File: config.mk
export PLATFORM = sky130hd
export DESIGN_NAME = dedge_cmp
export DESIGN_NICKNAME = d
export VERILOG_FILES = /design/src/design/dedge_pkg.sv /design/src/design/dedge_cmp.sv
export SDC_FILE = /design/constraint.sdc
export NUM_CORES = 2
export LEC_CHECK = 0
export BUFFER_PORTS_ARGS = -buffer_cell sky130_fd_sc_hd__buf_2
export CAP_MARGIN = 10
export CORE_AREA = 2 2 273 275
export CTS_CLUSTER_SIZE = 28
export DETAILED_ROUTE_END_ITERATION = 10
export DIE_AREA = 0 0 275 277
export HOLD_SLACK_MARGIN = 0.15
export REMOVE_ABC_BUFFERS = 1
export SLEW_MARGIN = 20
export SYNTH_ARGS = -nofsm -noshare
export SYNTH_HDL_FRONTEND = slang
export SYNTH_SLANG_ARGS = --single-unit
File: constraint.sdc
create_clock -name clk -period 9.2 [get_ports clk]
set_clock_uncertainty 0.15 [all_clocks]
set_input_delay 0.46 -clock clk [delete_from_list [all_inputs] [get_ports clk]]
set_output_delay 0.46 -clock clk [all_outputs]
set_load 0.01 [all_outputs]
File: src/design/dedge_pkg.sv
`timescale 1ns / 1ps
// Shared constants, register indexes and types of the depth edge detector.
package dedge_pkg;

    localparam int DEPTH_BITS     = 16;
    localparam int COORD_W        = 10;
    localparam int SIZE_W         = 11;
    localparam int STRIDE_W       = 7;
    localparam int LIMIT_W        = 16;
    localparam int GAIN_W         = 16;
    localparam int FRAC_BITS      = 12;
    localparam int CFG_DATA_W     = 16;
    localparam int CFG_INDEX_W    = 3;
    localparam int MAX_WIDTH_DEF  = 1024;
    localparam int MAX_HEIGHT_DEF = 1024;

    localparam logic [CFG_INDEX_W-1:0] CFG_FRAME_WIDTH   = 3'd0;
    localparam logic [CFG_INDEX_W-1:0] CFG_FRAME_HEIGHT  = 3'd1;
    localparam logic [CFG_INDEX_W-1:0] CFG_SAMPLE_STRIDE = 3'd2;
    localparam logic [CFG_INDEX_W-1:0] CFG_NEAR_LIMIT    = 3'd3;
    localparam logic [CFG_INDEX_W-1:0] CFG_FAR_LIMIT     = 3'd4;
    localparam logic [CFG_INDEX_W-1:0] CFG_EDGE_GAIN     = 3'd5;

    localparam logic [SIZE_W-1:0]   FRAME_WIDTH_RST   = 11'd640;
    localparam logic [SIZE_W-1:0]   FRAME_HEIGHT_RST  = 11'd480;
    localparam logic [STRIDE_W-1:0] SAMPLE_STRIDE_RST = 7'd1;
    localparam logic [LIMIT_W-1:0]  NEAR_LIMIT_RST    = 16'd0;
    localparam logic [LIMIT_W-1:0]  FAR_LIMIT_RST     = 16'd65535;
    localparam logic [GAIN_W-1:0]   EDGE_GAIN_RST     = 16'd82;

    typedef struct packed {
        logic busy;
        logic sampled;
        logic row_end;
        logic frame_end;
    } phase_flags_t;

    typedef struct packed {
        logic load_prod;
        logic load_scale;
    } cmp_ctl_t;

    typedef struct packed {
        logic [COORD_W-1:0] pixel_x;
        logic [COORD_W-1:0] pixel_y;
        logic               missing_mark;
        logic               range_reject_mark;
        logic               edge_here;
        logic               row_partner_mark;
        logic [COORD_W-1:0] row_partner_x;
        logic               col_partner_mark;
        logic [COORD_W-1:0] col_partner_y;
        logic               frame_end;
    } result_t;

endpackage

File: src/design/dedge_cmp.sv
`timescale 1ns / 1ps
// Two-stage exact edge test: |a - b| * 4096 > gain * min(a, b) * span.
module dedge_cmp
    import dedge_pkg::*;
#(
    parameter int SPAN_W = 10
)(
    input  logic                  clk,
    input  cmp_ctl_t              ctl,
    input  logic [GAIN_W-1:0]     gain,
    input  logic [DEPTH_BITS-1:0] a,
    input  logic [DEPTH_BITS-1:0] b,
    input  logic [SPAN_W-1:0]     span,
    output logic                  hit
);

    localparam int PW   = GAIN_W + DEPTH_BITS;
    localparam int CMPW = PW + SPAN_W;

    logic [DEPTH_BITS-1:0] diff;
    logic [DEPTH_BITS-1:0] lo;
    logic [DEPTH_BITS-1:0] diff_reg;
    logic [PW-1:0]         prod_reg;
    logic [SPAN_W-1:0]     span_reg;
    logic [DEPTH_BITS-1:0] diff2_reg;
    logic [CMPW-1:0]       scale_reg;
    logic [CMPW-1:0]       lhs;

    assign diff = (a > b) ? (a - b) : (b - a);
    assign lo   = (a < b) ? a : b;

    always_ff @(posedge clk)
    begin
        if (ctl.load_prod)
        begin
            diff_reg <= diff;
            prod_reg <= PW'(gain) * PW'(lo);
            span_reg <= span;
        end
        if (ctl.load_scale)
        begin
            diff2_reg <= diff_reg;
            scale_reg <= CMPW'(prod_reg) * CMPW'(span_reg);
        end
    end

    assign lhs = CMPW'(diff2_reg) << FRAC_BITS;
    assign hit = lhs > scale_reg;

endmodule

==> results.cfg <==
[run_status]
status = finished, final reports clean

[grt]
antenna_found_initial = 0
grt_max_degree = 59
first_global_vias = 17800
overflow = 0
grt_pass1_wl_um = 95900
gr-usage-all-layers_pct = 16.0

[sta]
worstMarginPinSlew_ns = 0.938
rsz0062_at_grt = false
slew_viol_final = 0
worst_slack_ns = 0.614
post-route-period-util_pct = 93.3
hold_viol = 0
setup_violations = 0
fmax_ghz = 0.116
slew_headroom_pct = 37.4
setup_tns_ns = 0
min_period_ns = 8.59
whs_ns = 0.266

[min_path]
min_to = diff2_reg[6]$_DFFE_PP_
min_delay_path_depth = 0
hold_start = diff_reg[6]$_DFFE_PP_
min_path_type = register to register

[setup_path]
cp_top_family = adder cells
crit_slowest_cell = o21ai_2
cp.required_ns = 9.24
critPathMaxFanout = 21
path_class = input port to register
end_kind = register
crit_start = a[2]
cp_num_buf_inv = 6
slowest_delay_ns = 0.69
arrival_ns = 8.63
r2r_slack_ns = 2.85
rr_startpoint = span_reg[1]$_DFFE_PP_
reg2reg_depth = 20
startpoint_type = input port
crit_path_frequent_cell = fa_1
r2r-end = scale_reg[41]$_DFFE_PP_

[cts]
cts_tree = yes
cts_resized = 0
postCtsSetupBuffers = 0
cts_buffer_depth = 2
cts_sinks = 116
clk_latency_ns = 0.45
cts-htree-levels = 4
numCtsBuffers = 17
cts_root_buf = clkbuf_16
clk_pin_slew_ns = 0.07

[drt]
avgViaCountPerCell = 4.79
ant_nets = 0
first_iter_violations = 911
drt-total-wl_um = 58100
wl_per_cell_um = 16.5
vias = 16900
drcViolationCount = 0
first_pass_iters = 5

[floorplanning]
fp.dieH_um = 277
row_count = 100
start_util_pct = 32.6
core_area_sq_um = 73600
die-area_sq_um = 76200
ios = 62
dieWidth_um = 275

[yosys]
synth-compound-area-share_pct = 7.85
synthMuxAreaShare_pct = 0.512
synth_edf_count = 116
yosysWarnings = 0
yosysTopAreaCell = fa_1
synth-main-ff-cell = edfxtp_1
synthAdderAreaFrac_pct = 48.2
yosysUniqueCellTypes = 68
postSynthAreaPerCell_sq_um = 9.44
syn_area_sq_um = 24000
netlist_instances = 2538
async_reset_ff_share_pct = 0
synth_top_cells_by_area = fa_1 (36%), edfxtp_1 (15%), ha_1 (12%)
yosys.area_share.simple_pct = 16.4
synth_top_area_share_pct = 36.3
synth-xor-area-share_pct = 2.96
synth_top_family_by_area = adder cells
synth-seq-cells = 116
yosysSeqAreaShare_pct = 14.5

[cells_and_area]
nets = 3265
largest_reg_flops = 42
area.growth.synth_to_final_pct = 8.26
n_antenna_cell = 0
drive_above_1_share_pct = 6.11
n_fill_cell = 7575
fin_util_pct = 35.3

[placement]
pre_cts_ws_ns = 0.179
gp_congestion = 0.859
hpwlAfterDp_um = 47200
port_buffers = 61

[run]
max-cap-violations = 0
stage by stage:
stage | std cells | cell area [sq um]
after floorplan | 2417 | 23500
after global placement | 3482 | 25300
after detailed placement | 3482 | 25300
after CTS | 3524 | 25900
after global routing | 3524 | 25900
final | 3524 | 25900
layout make-up:
cell class	count	area [sq um]	share of cell area (%)
clock inverters	15	158	0.608
multi-input cells	1819	18200	70.1
clock buffers	17	425	1.64
flip-flops and latches	116	3480	13.4
well taps	969	1210	4.67
inverters	482	1810	6.97
repair buffers	106	681	2.62
worst register-to-register path, cell delays in order (launching register included):
cell       delay [ns]
edfxtp_1         0.33
buf_4            0.38
nand2_1          0.15
fa_1             0.55
inv_1            0.05
fa_1             0.49
inv_1            0.06
fa_1             0.53
inv_1            0.04
fa_1             0.49
fa_1             0.42
ha_1             0.37
nand2_1          0.09
nor2_1           0.09
o21ai_0          0.12
a21oi_1          0.31
a2111oi_2        0.18
nor4_1           0.69
o21ai_0          0.32
a21oi_1          0.21
nor3b_1          0.06
worst max-delay path by stage:
stage	depth (start not counted)	to
2_1_floorplan	31	prod_reg[31]$_DFFE_PP_
3_3_place_gp	32	prod_reg[29]$_DFFE_PP_
3_5_place_dp	33	prod_reg[29]$_DFFE_PP_
4_1_cts	32	prod_reg[29]$_DFFE_PP_
5_1_grt	31	prod_reg[29]$_DFFE_PP_
6_report	31	prod_reg[29]$_DFFE_PP_
synth_stat cells (all sizes together), types with 2 or more instances:
cell	number
or3	3
nor4	6
buf	22
a21o	49
and4	3
a21oi	79
nand2	339
nand3	24
a31oi	17
ha	228
a2111o	2
o41ai	3
a211oi	5
nor2	44
fa	434
mux2i	10
o21bai	17
xor2	30
mux2	2
nand4	16
or2	2
inv	482
and2	238
o21a	14
nor2b	60
a221oi	4
o211ai	5
nor3b	3
and3	11
o21ai	61
a211o	2
clkbuf	99
o31a	3
nor3	8
a41oi	2
a2111oi	3
xnor2	51
nand2b	19
a221o	2
o31ai	4
edfxtp	116
per-layer routing:
metal  part of all wire [%]  wire (um)  GRT usage [%]
met1                     43      25200           20.5
met2                     51      29500           28.1
met3                    3.9       2270           1.93
met4                    2.0       1180           4.17
met5                      0          0              0
cells by family after synthesis:
| group | after synthesis |
|---|---|
| adder cells (fa/ha/maj) | 662 |
| AND/OR/NAND/NOR | 781 |
| XOR/XNOR | 81 |
| buffers and inverters | 603 |
| flip-flops | 116 |
| AO/OA/AOI/OAI | 283 |
| multiplexers | 12 |
repair_timing:
action,4_1_cts,5_1_grt
setup endpoints to repair,0,0
hold buffers,10,0
endpoints found under the hold margin,10,0
placed cells by master (no fill, tap or decap), types with 3 or more instances in the layout:
master	instances
nor3_1	8
and2_1	238
o31ai_1	4
xor2_1	30
fa_1	434
buf_4	34
o211ai_1	5
nand3_1	24
o21bai_1	16
a221oi_1	4
o21a_1	14
clkbuf_16	17
o21ai_1	9
ha_1	228
a31oi_1	17
nor4_1	6
nor2_1	44
or3_1	3
nand4_1	16
a21oi_2	5
inv_6	6
edfxtp_1	116
nor2b_1	60
dlygate4sd3_1	10
a211oi_1	5
o21ai_2	8
nand2_1	339
a21oi_1	74
nand2b_1	19
o21ai_0	44
inv_1	482
mux2i_1	10
a21o_1	49
buf_2	61
and3_1	10
xnor2_1	51
inv_8	5
Power is left out: the tool's default activity adds up to more than one toggle a clock period on the data nets, which glitch-free logic cannot reach.
