<file path="src/design/dedge_pkg.sv">
`timescale 1ns / 1ps
// Shared constants, register indexes and types of the depth edge detector.
package dedge_pkg;

    localparam int DEPTH_BITS     = 16;
    localparam int COORD_W        = 10;
    localparam int SIZE_W         = 11;
    localparam int STRIDE_W       = 7;
    localparam int LIMIT_W        = 16;
    localparam int GAIN_W         = 16;
    localparam int FRAC_BITS      = 12;
    localparam int CFG_DATA_W     = 16;
    localparam int CFG_INDEX_W    = 3;
    localparam int MAX_WIDTH_DEF  = 1024;
    localparam int MAX_HEIGHT_DEF = 1024;

    localparam logic [CFG_INDEX_W-1:0] CFG_FRAME_WIDTH   = 3'd0;
    localparam logic [CFG_INDEX_W-1:0] CFG_FRAME_HEIGHT  = 3'd1;
    localparam logic [CFG_INDEX_W-1:0] CFG_SAMPLE_STRIDE = 3'd2;
    localparam logic [CFG_INDEX_W-1:0] CFG_NEAR_LIMIT    = 3'd3;
    localparam logic [CFG_INDEX_W-1:0] CFG_FAR_LIMIT     = 3'd4;
    localparam logic [CFG_INDEX_W-1:0] CFG_EDGE_GAIN     = 3'd5;

    localparam logic [SIZE_W-1:0]   FRAME_WIDTH_RST   = 11'd640;
    localparam logic [SIZE_W-1:0]   FRAME_HEIGHT_RST  = 11'd480;
    localparam logic [STRIDE_W-1:0] SAMPLE_STRIDE_RST = 7'd1;
    localparam logic [LIMIT_W-1:0]  NEAR_LIMIT_RST    = 16'd0;
    localparam logic [LIMIT_W-1:0]  FAR_LIMIT_RST     = 16'd65535;
    localparam logic [GAIN_W-1:0]   EDGE_GAIN_RST     = 16'd82;

    typedef struct packed {
        logic busy;
        logic sampled;
        logic row_end;
        logic frame_end;
    } phase_flags_t;

    typedef struct packed {
        logic load_prod;
        logic load_scale;
    } cmp_ctl_t;

    typedef struct packed {
        logic [COORD_W-1:0] pixel_x;
        logic [COORD_W-1:0] pixel_y;
        logic               missing_mark;
        logic               range_reject_mark;
        logic               edge_here;
        logic               row_partner_mark;
        logic [COORD_W-1:0] row_partner_x;
        logic               col_partner_mark;
        logic [COORD_W-1:0] col_partner_y;
        logic               frame_end;
    } result_t;

endpackage

</file>
<file path="src/design/dedge_phase.sv">
`timescale 1ns / 1ps
// Column and row counters with sample-stride phases and a bit-serial phase resync.
module dedge_phase
    import dedge_pkg::*;
#(
    parameter int MAX_WIDTH  = MAX_WIDTH_DEF,
    parameter int MAX_HEIGHT = MAX_HEIGHT_DEF,
    localparam int XW = $clog2(MAX_WIDTH),
    localparam int YW = $clog2(MAX_HEIGHT)
)(
    input  logic                clk,
    input  logic                rst_n,
    input  logic [SIZE_W-1:0]   frame_width,
    input  logic [SIZE_W-1:0]   frame_height,
    input  logic [STRIDE_W-1:0] sample_stride,
    input  logic                stride_write,
    input  logic                advance,
    output logic [XW-1:0]       x,
    output logic [YW-1:0]       y,
    output phase_flags_t        flags
);

    localparam int CW  = (XW > YW) ? XW : YW;
    localparam int BW  = $clog2(CW);
    localparam int WCW = ((XW + 1) > SIZE_W) ? (XW + 1) : SIZE_W;
    localparam int HCW = ((YW + 1) > SIZE_W) ? (YW + 1) : SIZE_W;

    logic [XW-1:0]       x_reg, x_next;
    logic [YW-1:0]       y_reg, y_next;
    logic [STRIDE_W-1:0] cphase_reg, cphase_next;
    logic [STRIDE_W-1:0] rphase_reg, rphase_next;
    logic                busy_reg, busy_next;
    logic [BW-1:0]       pos_reg, pos_next;
    logic [STRIDE_W-1:0] remx_reg, remx_next;
    logic [STRIDE_W-1:0] remy_reg, remy_next;

    logic [WCW-1:0]      w_eff;
    logic [HCW-1:0]      h_eff;
    logic [STRIDE_W-1:0] s_eff;
    logic                row_end;
    logic                frame_end;
    logic [CW-1:0]       x_ext;
    logic [CW-1:0]       y_ext;
    logic [STRIDE_W-1:0] remx_step;
    logic [STRIDE_W-1:0] remy_step;
    logic [STRIDE_W-1:0] cphase_inc;
    logic [STRIDE_W-1:0] rphase_inc;
    logic [STRIDE_W-1:0] cphase_wrap;
    logic [STRIDE_W-1:0] rphase_wrap;

    function automatic logic [STRIDE_W-1:0] rem_step(
        input logic [STRIDE_W-1:0] rem,
        input logic                bit_in,
        input logic [STRIDE_W-1:0] s
    );
        logic [STRIDE_W:0] trial;
        trial = {rem, bit_in};
        if (trial >= {1'b0, s})
        begin
            trial = trial - {1'b0, s};
        end
        return trial[STRIDE_W-1:0];
    endfunction

    always_comb
    begin
        w_eff = WCW'(frame_width);
        if (frame_width == '0)
        begin
            w_eff = WCW'(1);
        end
        else if (WCW'(frame_width) > WCW'(MAX_WIDTH))
        begin
            w_eff = WCW'(MAX_WIDTH);
        end
        h_eff = HCW'(frame_height);
        if (frame_height == '0)
        begin
            h_eff = HCW'(1);
        end
        else if (HCW'(frame_height) > HCW'(MAX_HEIGHT))
        begin
            h_eff = HCW'(MAX_HEIGHT);
        end
    end

    assign s_eff     = (sample_stride == '0) ? STRIDE_W'(1) : sample_stride;
    assign row_end   = (WCW'(x_reg) + WCW'(1)) >= w_eff;
    assign frame_end = row_end && ((HCW'(y_reg) + HCW'(1)) >= h_eff);

    assign x_ext     = CW'(x_reg);
    assign y_ext     = CW'(y_reg);
    assign remx_step = rem_step(remx_reg, x_ext[pos_reg], s_eff);
    assign remy_step = rem_step(remy_reg, y_ext[pos_reg], s_eff);

    assign cphase_inc  = cphase_reg + STRIDE_W'(1);
    assign rphase_inc  = rphase_reg + STRIDE_W'(1);
    assign cphase_wrap = (cphase_inc >= s_eff) ? '0 : cphase_inc;
    assign rphase_wrap = (rphase_inc >= s_eff) ? '0 : rphase_inc;

    always_comb
    begin
        x_next      = x_reg;
        y_next      = y_reg;
        cphase_next = cphase_reg;
        rphase_next = rphase_reg;
        busy_next   = busy_reg;
        pos_next    = pos_reg;
        remx_next   = remx_reg;
        remy_next   = remy_reg;
        if (stride_write)
        begin
            busy_next = 1'b1;
            pos_next  = BW'(CW - 1);
            remx_next = '0;
            remy_next = '0;
        end
        else if (busy_reg)
        begin
            remx_next = remx_step;
            remy_next = remy_step;
            pos_next  = pos_reg - BW'(1);
            if (pos_reg == '0)
            begin
                busy_next   = 1'b0;
                cphase_next = remx_step;
                rphase_next = remy_step;
            end
        end
        else if (advance)
        begin
            if (row_end)
            begin
                x_next      = '0;
                cphase_next = '0;
                if (frame_end)
                begin
                    y_next      = '0;
                    rphase_next = '0;
                end
                else
                begin
                    y_next      = y_reg + YW'(1);
                    rphase_next = rphase_wrap;
                end
            end
            else
            begin
                x_next      = x_reg + XW'(1);
                cphase_next = cphase_wrap;
            end
        end
    end

    always_ff @(posedge clk or negedge rst_n)
    begin
        if (!rst_n)
        begin
            x_reg      <= '0;
            y_reg      <= '0;
            cphase_reg <= '0;
            rphase_reg <= '0;
            busy_reg   <= 1'b0;
            pos_reg    <= '0;
            remx_reg   <= '0;
            remy_reg   <= '0;
        end
        else
        begin
            x_reg      <= x_next;
            y_reg      <= y_next;
            cphase_reg <= cphase_next;
            rphase_reg <= rphase_next;
            busy_reg   <= busy_next;
            pos_reg    <= pos_next;
            remx_reg   <= remx_next;
            remy_reg   <= remy_next;
        end
    end

    assign x               = x_reg;
    assign y               = y_reg;
    assign flags.busy      = busy_reg;
    assign flags.sampled   = (cphase_reg == '0) && (rphase_reg == '0);
    assign flags.row_end   = row_end;
    assign flags.frame_end = frame_end;

endmodule

</file>
<file path="config.mk">
export PLATFORM = sky130hd
export DESIGN_NAME = dedge_phase
export DESIGN_NICKNAME = d
export VERILOG_FILES = /design/src/design/dedge_pkg.sv /design/src/design/dedge_phase.sv
export SDC_FILE = /design/constraint.sdc
export NUM_CORES = 1
export LEC_CHECK = 0
export ABC_CLOCK_PERIOD_IN_PS = 4700
export BUFFER_PORTS_ARGS = -buffer_cell sky130_fd_sc_hd__clkbuf_2
export CAP_MARGIN = 15
export CORE_ASPECT_RATIO = 0.5
export CORE_UTILIZATION = 55
export CTS_CLUSTER_DIAMETER = 120
export DETAILED_ROUTE_END_ITERATION = 12
export GPL_TIMING_DRIVEN = 0
export MAX_ROUTING_LAYER = met4
export PLACE_DENSITY = 0.85
export RECOVER_POWER = 50
export SLEW_MARGIN = 0
export SYNTH_ARGS = -nofsm -noshare
export SYNTH_HDL_FRONTEND = slang
export SYNTH_SLANG_ARGS = --single-unit
</file>
<file path="constraint.sdc">
create_clock -name clk -period 4.7 [get_ports clk]
set_clock_uncertainty 0.2 [all_clocks]
set_input_delay 0.94 -clock clk [delete_from_list [all_inputs] [get_ports clk]]
set_output_delay 0.94 -clock clk [all_outputs]
set_load 0.1 [all_outputs]
</file>
==> results of run 1 <==
## kinds of logic after synthesis
kind of cell               count (synthesis)
AOI/OAI and AO/OA                        130
xor gates and xnor gates                  31
adders and majority gates                 59
buffers and inverters                     57
DFF                                       53
muxes                                     25
and+or+nand+nor                          203
## timing repair
| item | in CTS | in global routing |
|---|---|---|
| pin swaps | 1 | 2 |
| buffers inserted | 1 | 5 |
| endpoints found under the setup margin | 2 | 2 |
| gates resized for setup | 9 | 9 |
## worst paths after layout
check	end	start
max in group asynchronous	remx_reg[5]	rst_n
setup / recovery	flags[1]	x[0]
hold reg to reg	rphase_reg[1]	rphase_reg[1]
min in group asynchronous	y[8]	rst_n
setup reg to reg	cphase_reg[4]	pos_reg[0]
hold / removal	rphase_reg[1]	rphase_reg[1]
## cell usage in the layout (no fill, tap or decap), drive strengths merged, types with 3 or more instances in the layout
| master | n |
|---|---|
| a32oi | 6 |
| and2 | 3 |
| a211oi | 8 |
| nor2 | 46 |
| o2111ai | 3 |
| buf | 18 |
| nor3 | 12 |
| or3b | 3 |
| xnor2 | 14 |
| xor2 | 17 |
| dfrtp | 53 |
| nand2b | 7 |
| nand4 | 9 |
| inv | 35 |
| a31oi | 18 |
| mux2i | 15 |
| nand3 | 21 |
| o21ai | 21 |
| ha | 57 |
| nand2 | 67 |
| clkbuf | 72 |
| a21oi | 24 |
| nor4 | 6 |
| o21a | 5 |
| and3 | 12 |
| nor2b | 9 |
| clkinv | 4 |
| o22ai | 7 |
| mux2 | 8 |
| a21o | 11 |
## area by class of cell
cell class	count	area share
clock buffers	6	0.0237
inverters	37	0.0255
clock inverters	2	0.00253
well taps	112	0.0258
flip-flops and latches	53	0.245
repair buffers	64	0.0614
plain buffers	20	0.0177
multi-input cells	448	0.598
## metal layers
layer | GRT usage | vias up | share of wire
li1 | - | 2176 | -
met2 | 0.513 | 193 | 0.46
met1 | 0.385 | 2241 | 0.46
met3 | 0.0393 | 30 | 0.060
met4 | 0.0625 | 0 | 0.015
met5 | - | - | 0
## power breakdown
| group | switching (mW) | internal [mW] |
|---|---|---|
| combinational | 0.716 | 0.493 |
| clock | 0.179 | 0.200 |
| sequential | 0.147 | 0.569 |
| total | 1.04 | 1.26 |
## metrics by stage
step / total power, mW / utilization / setup WS (ns) / hold WS [ns] / cell area [µm²]
5_1_grt: 2.46 / 0.663 / 0.00584 / 0.383 / 5440
6_report: 2.30 / 0.663 / 0.141 / 0.351 / 5440
4_1_cts: 2.27 / 0.661 / 0.00376 / 0.354 / 5420
3_5_place_dp: 1.88 / 0.639 / 0.0293 / 0.336 / 5240
3_3_place_gp: 1.83 / 0.634 / 0.0473 / 0.324 / 5200
2_1_floorplan: 1.60 / - / 0.0160 / 0.291 / 4780
## worst min-delay path, stage by stage (launching register included)
cell,delay [ns]
dfrtp_1,0.39
nand2_1,0.06
o21ai_0,0.07
==> results.yml, run 1 <==
run_status:
  status: "finished with violations"
  violations: "capacitance limit, slew limit"
sta:
  fmax_mhz: 219
  rsz0062_at_grt: "no"
  slew_violations: 34
  relSlewSlack: -0.255
  fin_crit_sh: 0.970
  finalSetupTns_ns: 0
  worst_slew_pin_slew_ns: 1.88
  hold_viol: 0
  min_period_ns: 4.56
  finalSetupViolCount: 0
layout:
  nets: 721
  multi_input_area_mm2: 0.00325
  syn_to_final_growth_pct: 13.9
  instances_no_fill: 742
  final-seq-area_mm2: 0.00133
  diodes: 0
  drive_above_1_share: 0.171
  nFillCells: 645
critical_path:
  r2r_cells: 13
  crit_family: "simple AND/OR/NAND/NOR gates"
  crit_path_max_incr_delay_ns: 0.43
  slowest_stage: "a221o_2"
  worst_setup_path_start_kind: "flip-flop"
  crit_path_cell_trace: "ha_2, and3_1, nand3_1, nor2_2, xor2_2, ha_1, and3_1, a221o_2, nor2_4, inv_1, buf_2, buf_4, buf_4"
  crit_type: "flip-flop to output pin"
  rrSetupSlack_ns: 0.27
  cp.buffers_inverters: 4
  cp_num_cells: 13
  worst_setup_path_end_kind: "output pin"
  cp_max_fo: 10
  crit_arrival_ns: 3.42
  worst-endpoint-required_ns: 3.56
synth:
  synth_edf_count: 0
  synth_commonest_cells: "67 x nand2_1, 57 x ha_1, 53 x dfrtp_1"
  synthMuxAreaShare: 0.0598
  synth.largest_area_cell: "dfrtp_1"
  syn_inst: 558
  synth_top_family_by_area: "simple AND/OR/NAND/NOR gates"
  ys_seq_elements: 53
  synth_cell_type_count: 68
  synth-simple-area-share: 0.204
  synthTopCellsByArea: "dfrtp_1 28%, ha_1 15%, nand2_1 5.3%"
  yosys_warnings: 0
  synth_xor_xnor_area_share: 0.0569
  synth.avg_cell_area_um2: 8.55
  synthFlopType: "dfrtp_1"
  async_flop_share: 1.00
  synth_top_area_frac: 0.278
  synth_most_common_cell: "nand2_1"
  syn-num-nets: 650
  synth_fa_ha_area_frac: 0.158
  yosysSeqAreaShare: 0.278
  synth_compound_area_frac: 0.192
  synth_area_mm2: 0.00477
pwr:
  p_leak_nw: 2.74
  irDropWorstVdd_v: 0.000306
  powerDensity_mw_per_mm2: 424
floorplan:
  die_area_mm2: 0.00908
  die_x_um: 134
  dieHeight_um: 67.9
  io_pins: 57
  core_area_mm2: 0.00820
  row_count: 23
  initial_core_util: 0.582
clocking:
  hold_buffers: 0
  cts_max_level: 2
  numClockSinks: 53
  clock_path_buffers: 2
  clkTransAtPathRegs_ns: 0.07
  clock_latency_ns: 0.30
  cts_buffers: 5
  cts-root-buf: "clkbuf_16"
  cts_tree: "built"
placement:
  portBuffers: 56
  hpwl_um: 9330
  placedCellCount: 728
  finalWeightedCongestion: 0.938
min_path:
  worst_hold_path_type: "flip-flop to flip-flop"
  min_path_cells: 2
routing:
  viasPerCell: 6.25
  wl_per_cell_um: 17.2
  dr.pass1.iters: 6
  wl_um: 12800
  vias: 4640
  dr.first_iter.drc_count: 460
  drc: 0
  antenna_left: 0
grt:
  grt_overflow_total: 0
  antenna_found_initial: 0
  grt_first_pass_wirelength_um: 20700
  grt_max_degree: 34
  grt_pass1_vias: 4291
  grt.total_usage: 0.299
flow_run:
  maxCapViolations: 1
Power figures use the tool's default switching activity.
==> run 2: changes to the inputs <==
--- a/config.mk
+++ b/config.mk
@@ -8,13 +8,15 @@
 export ABC_CLOCK_PERIOD_IN_PS = 4700
 export BUFFER_PORTS_ARGS = -buffer_cell sky130_fd_sc_hd__clkbuf_2
 export CAP_MARGIN = 15
+export CELL_PAD_IN_SITES_DETAIL_PLACEMENT = 1
+export CELL_PAD_IN_SITES_GLOBAL_PLACEMENT = 1
 export CORE_ASPECT_RATIO = 0.5
-export CORE_UTILIZATION = 55
+export CORE_UTILIZATION = 45
 export CTS_CLUSTER_DIAMETER = 120
 export DETAILED_ROUTE_END_ITERATION = 12
 export GPL_TIMING_DRIVEN = 0
 export MAX_ROUTING_LAYER = met4
-export PLACE_DENSITY = 0.85
+export PLACE_DENSITY = 0.9
 export RECOVER_POWER = 50
 export SLEW_MARGIN = 0
 export SYNTH_ARGS = -nofsm -noshare
==> run 2 against run 1 <==
  * Cell area up 1.5%
  * Via count up 2.6%
  * Register-to-register slack gained 0.05 ns
  * Largest cell class unchanged
  * Clock power rose by 19%
  * Die area rose by 22%
  * The flow still finishes with violations (capacitance limit, slew limit)
  * First-iteration DRC count fell by 46%
  * Largest power group unchanged
  * Setup slack got worse by 0.13 ns
  * Global-route usage shrank 0.22 points
  * Sequential share of layout area decreased by 0.37 points
  * Critical path depth decreased by 1
  * Combinational power about the same
  * Sequential power hardly changed
==> results.yml, run 2 (same netlist as run 1, synthesis figures left out) <==
run_status:
  status: "finished with violations"
  violations: "capacitance limit, slew limit"
min_path:
  worst_hold_path_type: "flip-flop to flip-flop"
layout:
  syn_to_final_growth_pct: 15.6
  final_cell_mix: "67 x nand2_1, 55 x ha_1, 49 x dfrtp_1"
  diodes: 0
  drive_above_1_share: 0.181
  final_common_cell: "nand2_1"
  nFillCells: 1253
  nets: 722
  instances_no_fill: 771
floorplan:
  row_count: 26
  dieHeight_um: 74.8
  core_area_mm2: 0.0102
  io_pins: 57
  initial_core_util: 0.466
  die_area_mm2: 0.0110
  die_x_um: 148
critical_path:
  crit_path_max_incr_delay_ns: 0.53
  crit_type: "flip-flop to output pin"
  crit_arrival_ns: 3.55
  cp_max_fo: 10
  worst-endpoint-required_ns: 3.56
  crit_path_cell_trace: "nand3_1, nor2_2, nand3_1, xnor2_1, ha_1, a21o_1, a221o_2, nor2_4, inv_1, buf_2, buf_4, buf_4"
  worst_setup_path_start_kind: "flip-flop"
  worst_setup_path_end_kind: "output pin"
  slowest_stage: "dfrtp_1"
clocking:
  clock_latency_ns: 0.31
  hold_buffers: 0
  cts_tree: "built"
  cts-root-buf: "clkbuf_16"
  cts_max_level: 2
  clkTransAtPathRegs_ns: 0.08
  clock_path_buffers: 2
  cts_buffers: 5
  numClockSinks: 53
routing:
  dr.pass1.iters: 6
  wl_um: 15700
  vias: 4761
  viasPerCell: 6.18
  dr.first_iter.drc_count: 248
  wl_per_cell_um: 20.4
  antenna_left: 0
  wl_met1_um: 6950
  highest_layer: "met4"
  wl_met2_um: 7460
  wl_met3_um: 729
  drc: 0
pwr:
  combPwrFrac: 0.516
  p_leak_nw: 2.76
  power_frac_clock: 0.186
  irDropWorstVdd_v: 0.000296
  netSwitchingFraction: 0.456
  p_switching_mw: 1.10
  seqPwrFrac: 0.298
  p_int_mw: 1.31
  total_power_mw: 2.41
  powerDensity_mw_per_mm2: 437
grt:
  grt_overflow_total: 0
  grt.total_usage: 0.297
  grt_max_degree: 28
  grt_pass1_vias: 4894
  antenna_found_initial: 0
  grt_first_pass_wirelength_um: 24600
sta:
  fin_crit_sh: 0.998
  slew_violations: 56
  finalSetupViolCount: 0
  fmax_mhz: 213
  relSlewSlack: -0.0641
  hold_viol: 0
  fin_ws_ns: 0.00899
  min_period_ns: 4.69
  worst_slew_pin_slew_ns: 1.60
placement:
  hpwl_um: 11300
  portBuffers: 56
  pre_cts_ws_ns: -0.232
  placedCellCount: 755
  finalWeightedCongestion: 0.893
flow_run:
  maxCapViolations: 2
==> run 2: changes by cell type in the layout (fill, tap and decap cells not counted), moves of 2 or more <==
cell	delta
buf_4	+2
buf_6	+2
nand3_1	-2
nand3_2	+2
==> run 2: what timing repair did <==
item                       CTS  global route
setup endpoints to repair    2             2
buffers inserted             1             7
pin swaps                    2             3
gates resized for setup     12            11
hold endpoints to repair     0             0
==> run 2: worst max-delay path, delay by kind of cell, from the launching register on <==
| kind | cells | cell delay [ns] |
|---|---|---|
| simple gates | 4 | 0.84 |
| buf+inv | 4 | 0.66 |
| compound gates | 2 | 0.66 |
| flops | 1 | 0.53 |
| fa+ha+maj | 1 | 0.29 |
| xor+xnor | 1 | 0.26 |
==> run 2: metrics by stage <==
stage	hold WS (ns)	util	area (µm²)	TNS [ns]
after detailed placement	0.354	0.512	5250	-0.232
after global placement	0.322	0.511	5230	-0.0369
final	0.373	0.539	5520	0
after floorplan	0.291	-	4780	0
after CTS	0.367	0.534	5470	0
after global routing	0.402	0.539	5520	-0.146
==> run 2: path summary, 6_finish.rpt <==
check                      slack, ns          start  depth (start not counted)            end
max                            0.009           x[4]                         12       flags[1]
min                             0.37  rphase_reg[6]                          2  rphase_reg[6]
max reg2reg                     0.32           x[5]                         13  cphase_reg[4]
min reg2reg                     0.37  rphase_reg[6]                          2  rphase_reg[6]
max in group asynchronous       1.23          rst_n                          2           y[0]
min in group asynchronous       0.79          rst_n                          1    remx_reg[0]
==> run 2: power groups by stage <==
stage,Sequential (mW),Clock [mW],Combinational (mW)
6_report,0.719,0.450,1.24
5_1_grt,0.738,0.461,1.36
3_3_place_gp,0.714,0,1.14
3_5_place_dp,0.720,0,1.21
2_1_floorplan,0.781,0,0.822
4_1_cts,0.714,0.448,1.23
==> run 2: routing by layer <==
layer | global-route usage | up-vias
met5 | - | -
met4 | 0.132 | 0
met3 | 0.0400 | 55
met2 | 0.503 | 157
met1 | 0.362 | 2367
li1 | - | 2182
==> run 2: layout make-up <==
class	instances	area (µm²)	area share
plain buffers	20	104	0.0188
clock buffers	6	129	0.0233
clock inverters	2	38.8	0.00703
inverters	37	139	0.0252
multi-input cells	448	3260	0.591
flip-flops and latches	53	1330	0.241
well taps	140	175	0.0317
repair buffers	65	342	0.0619
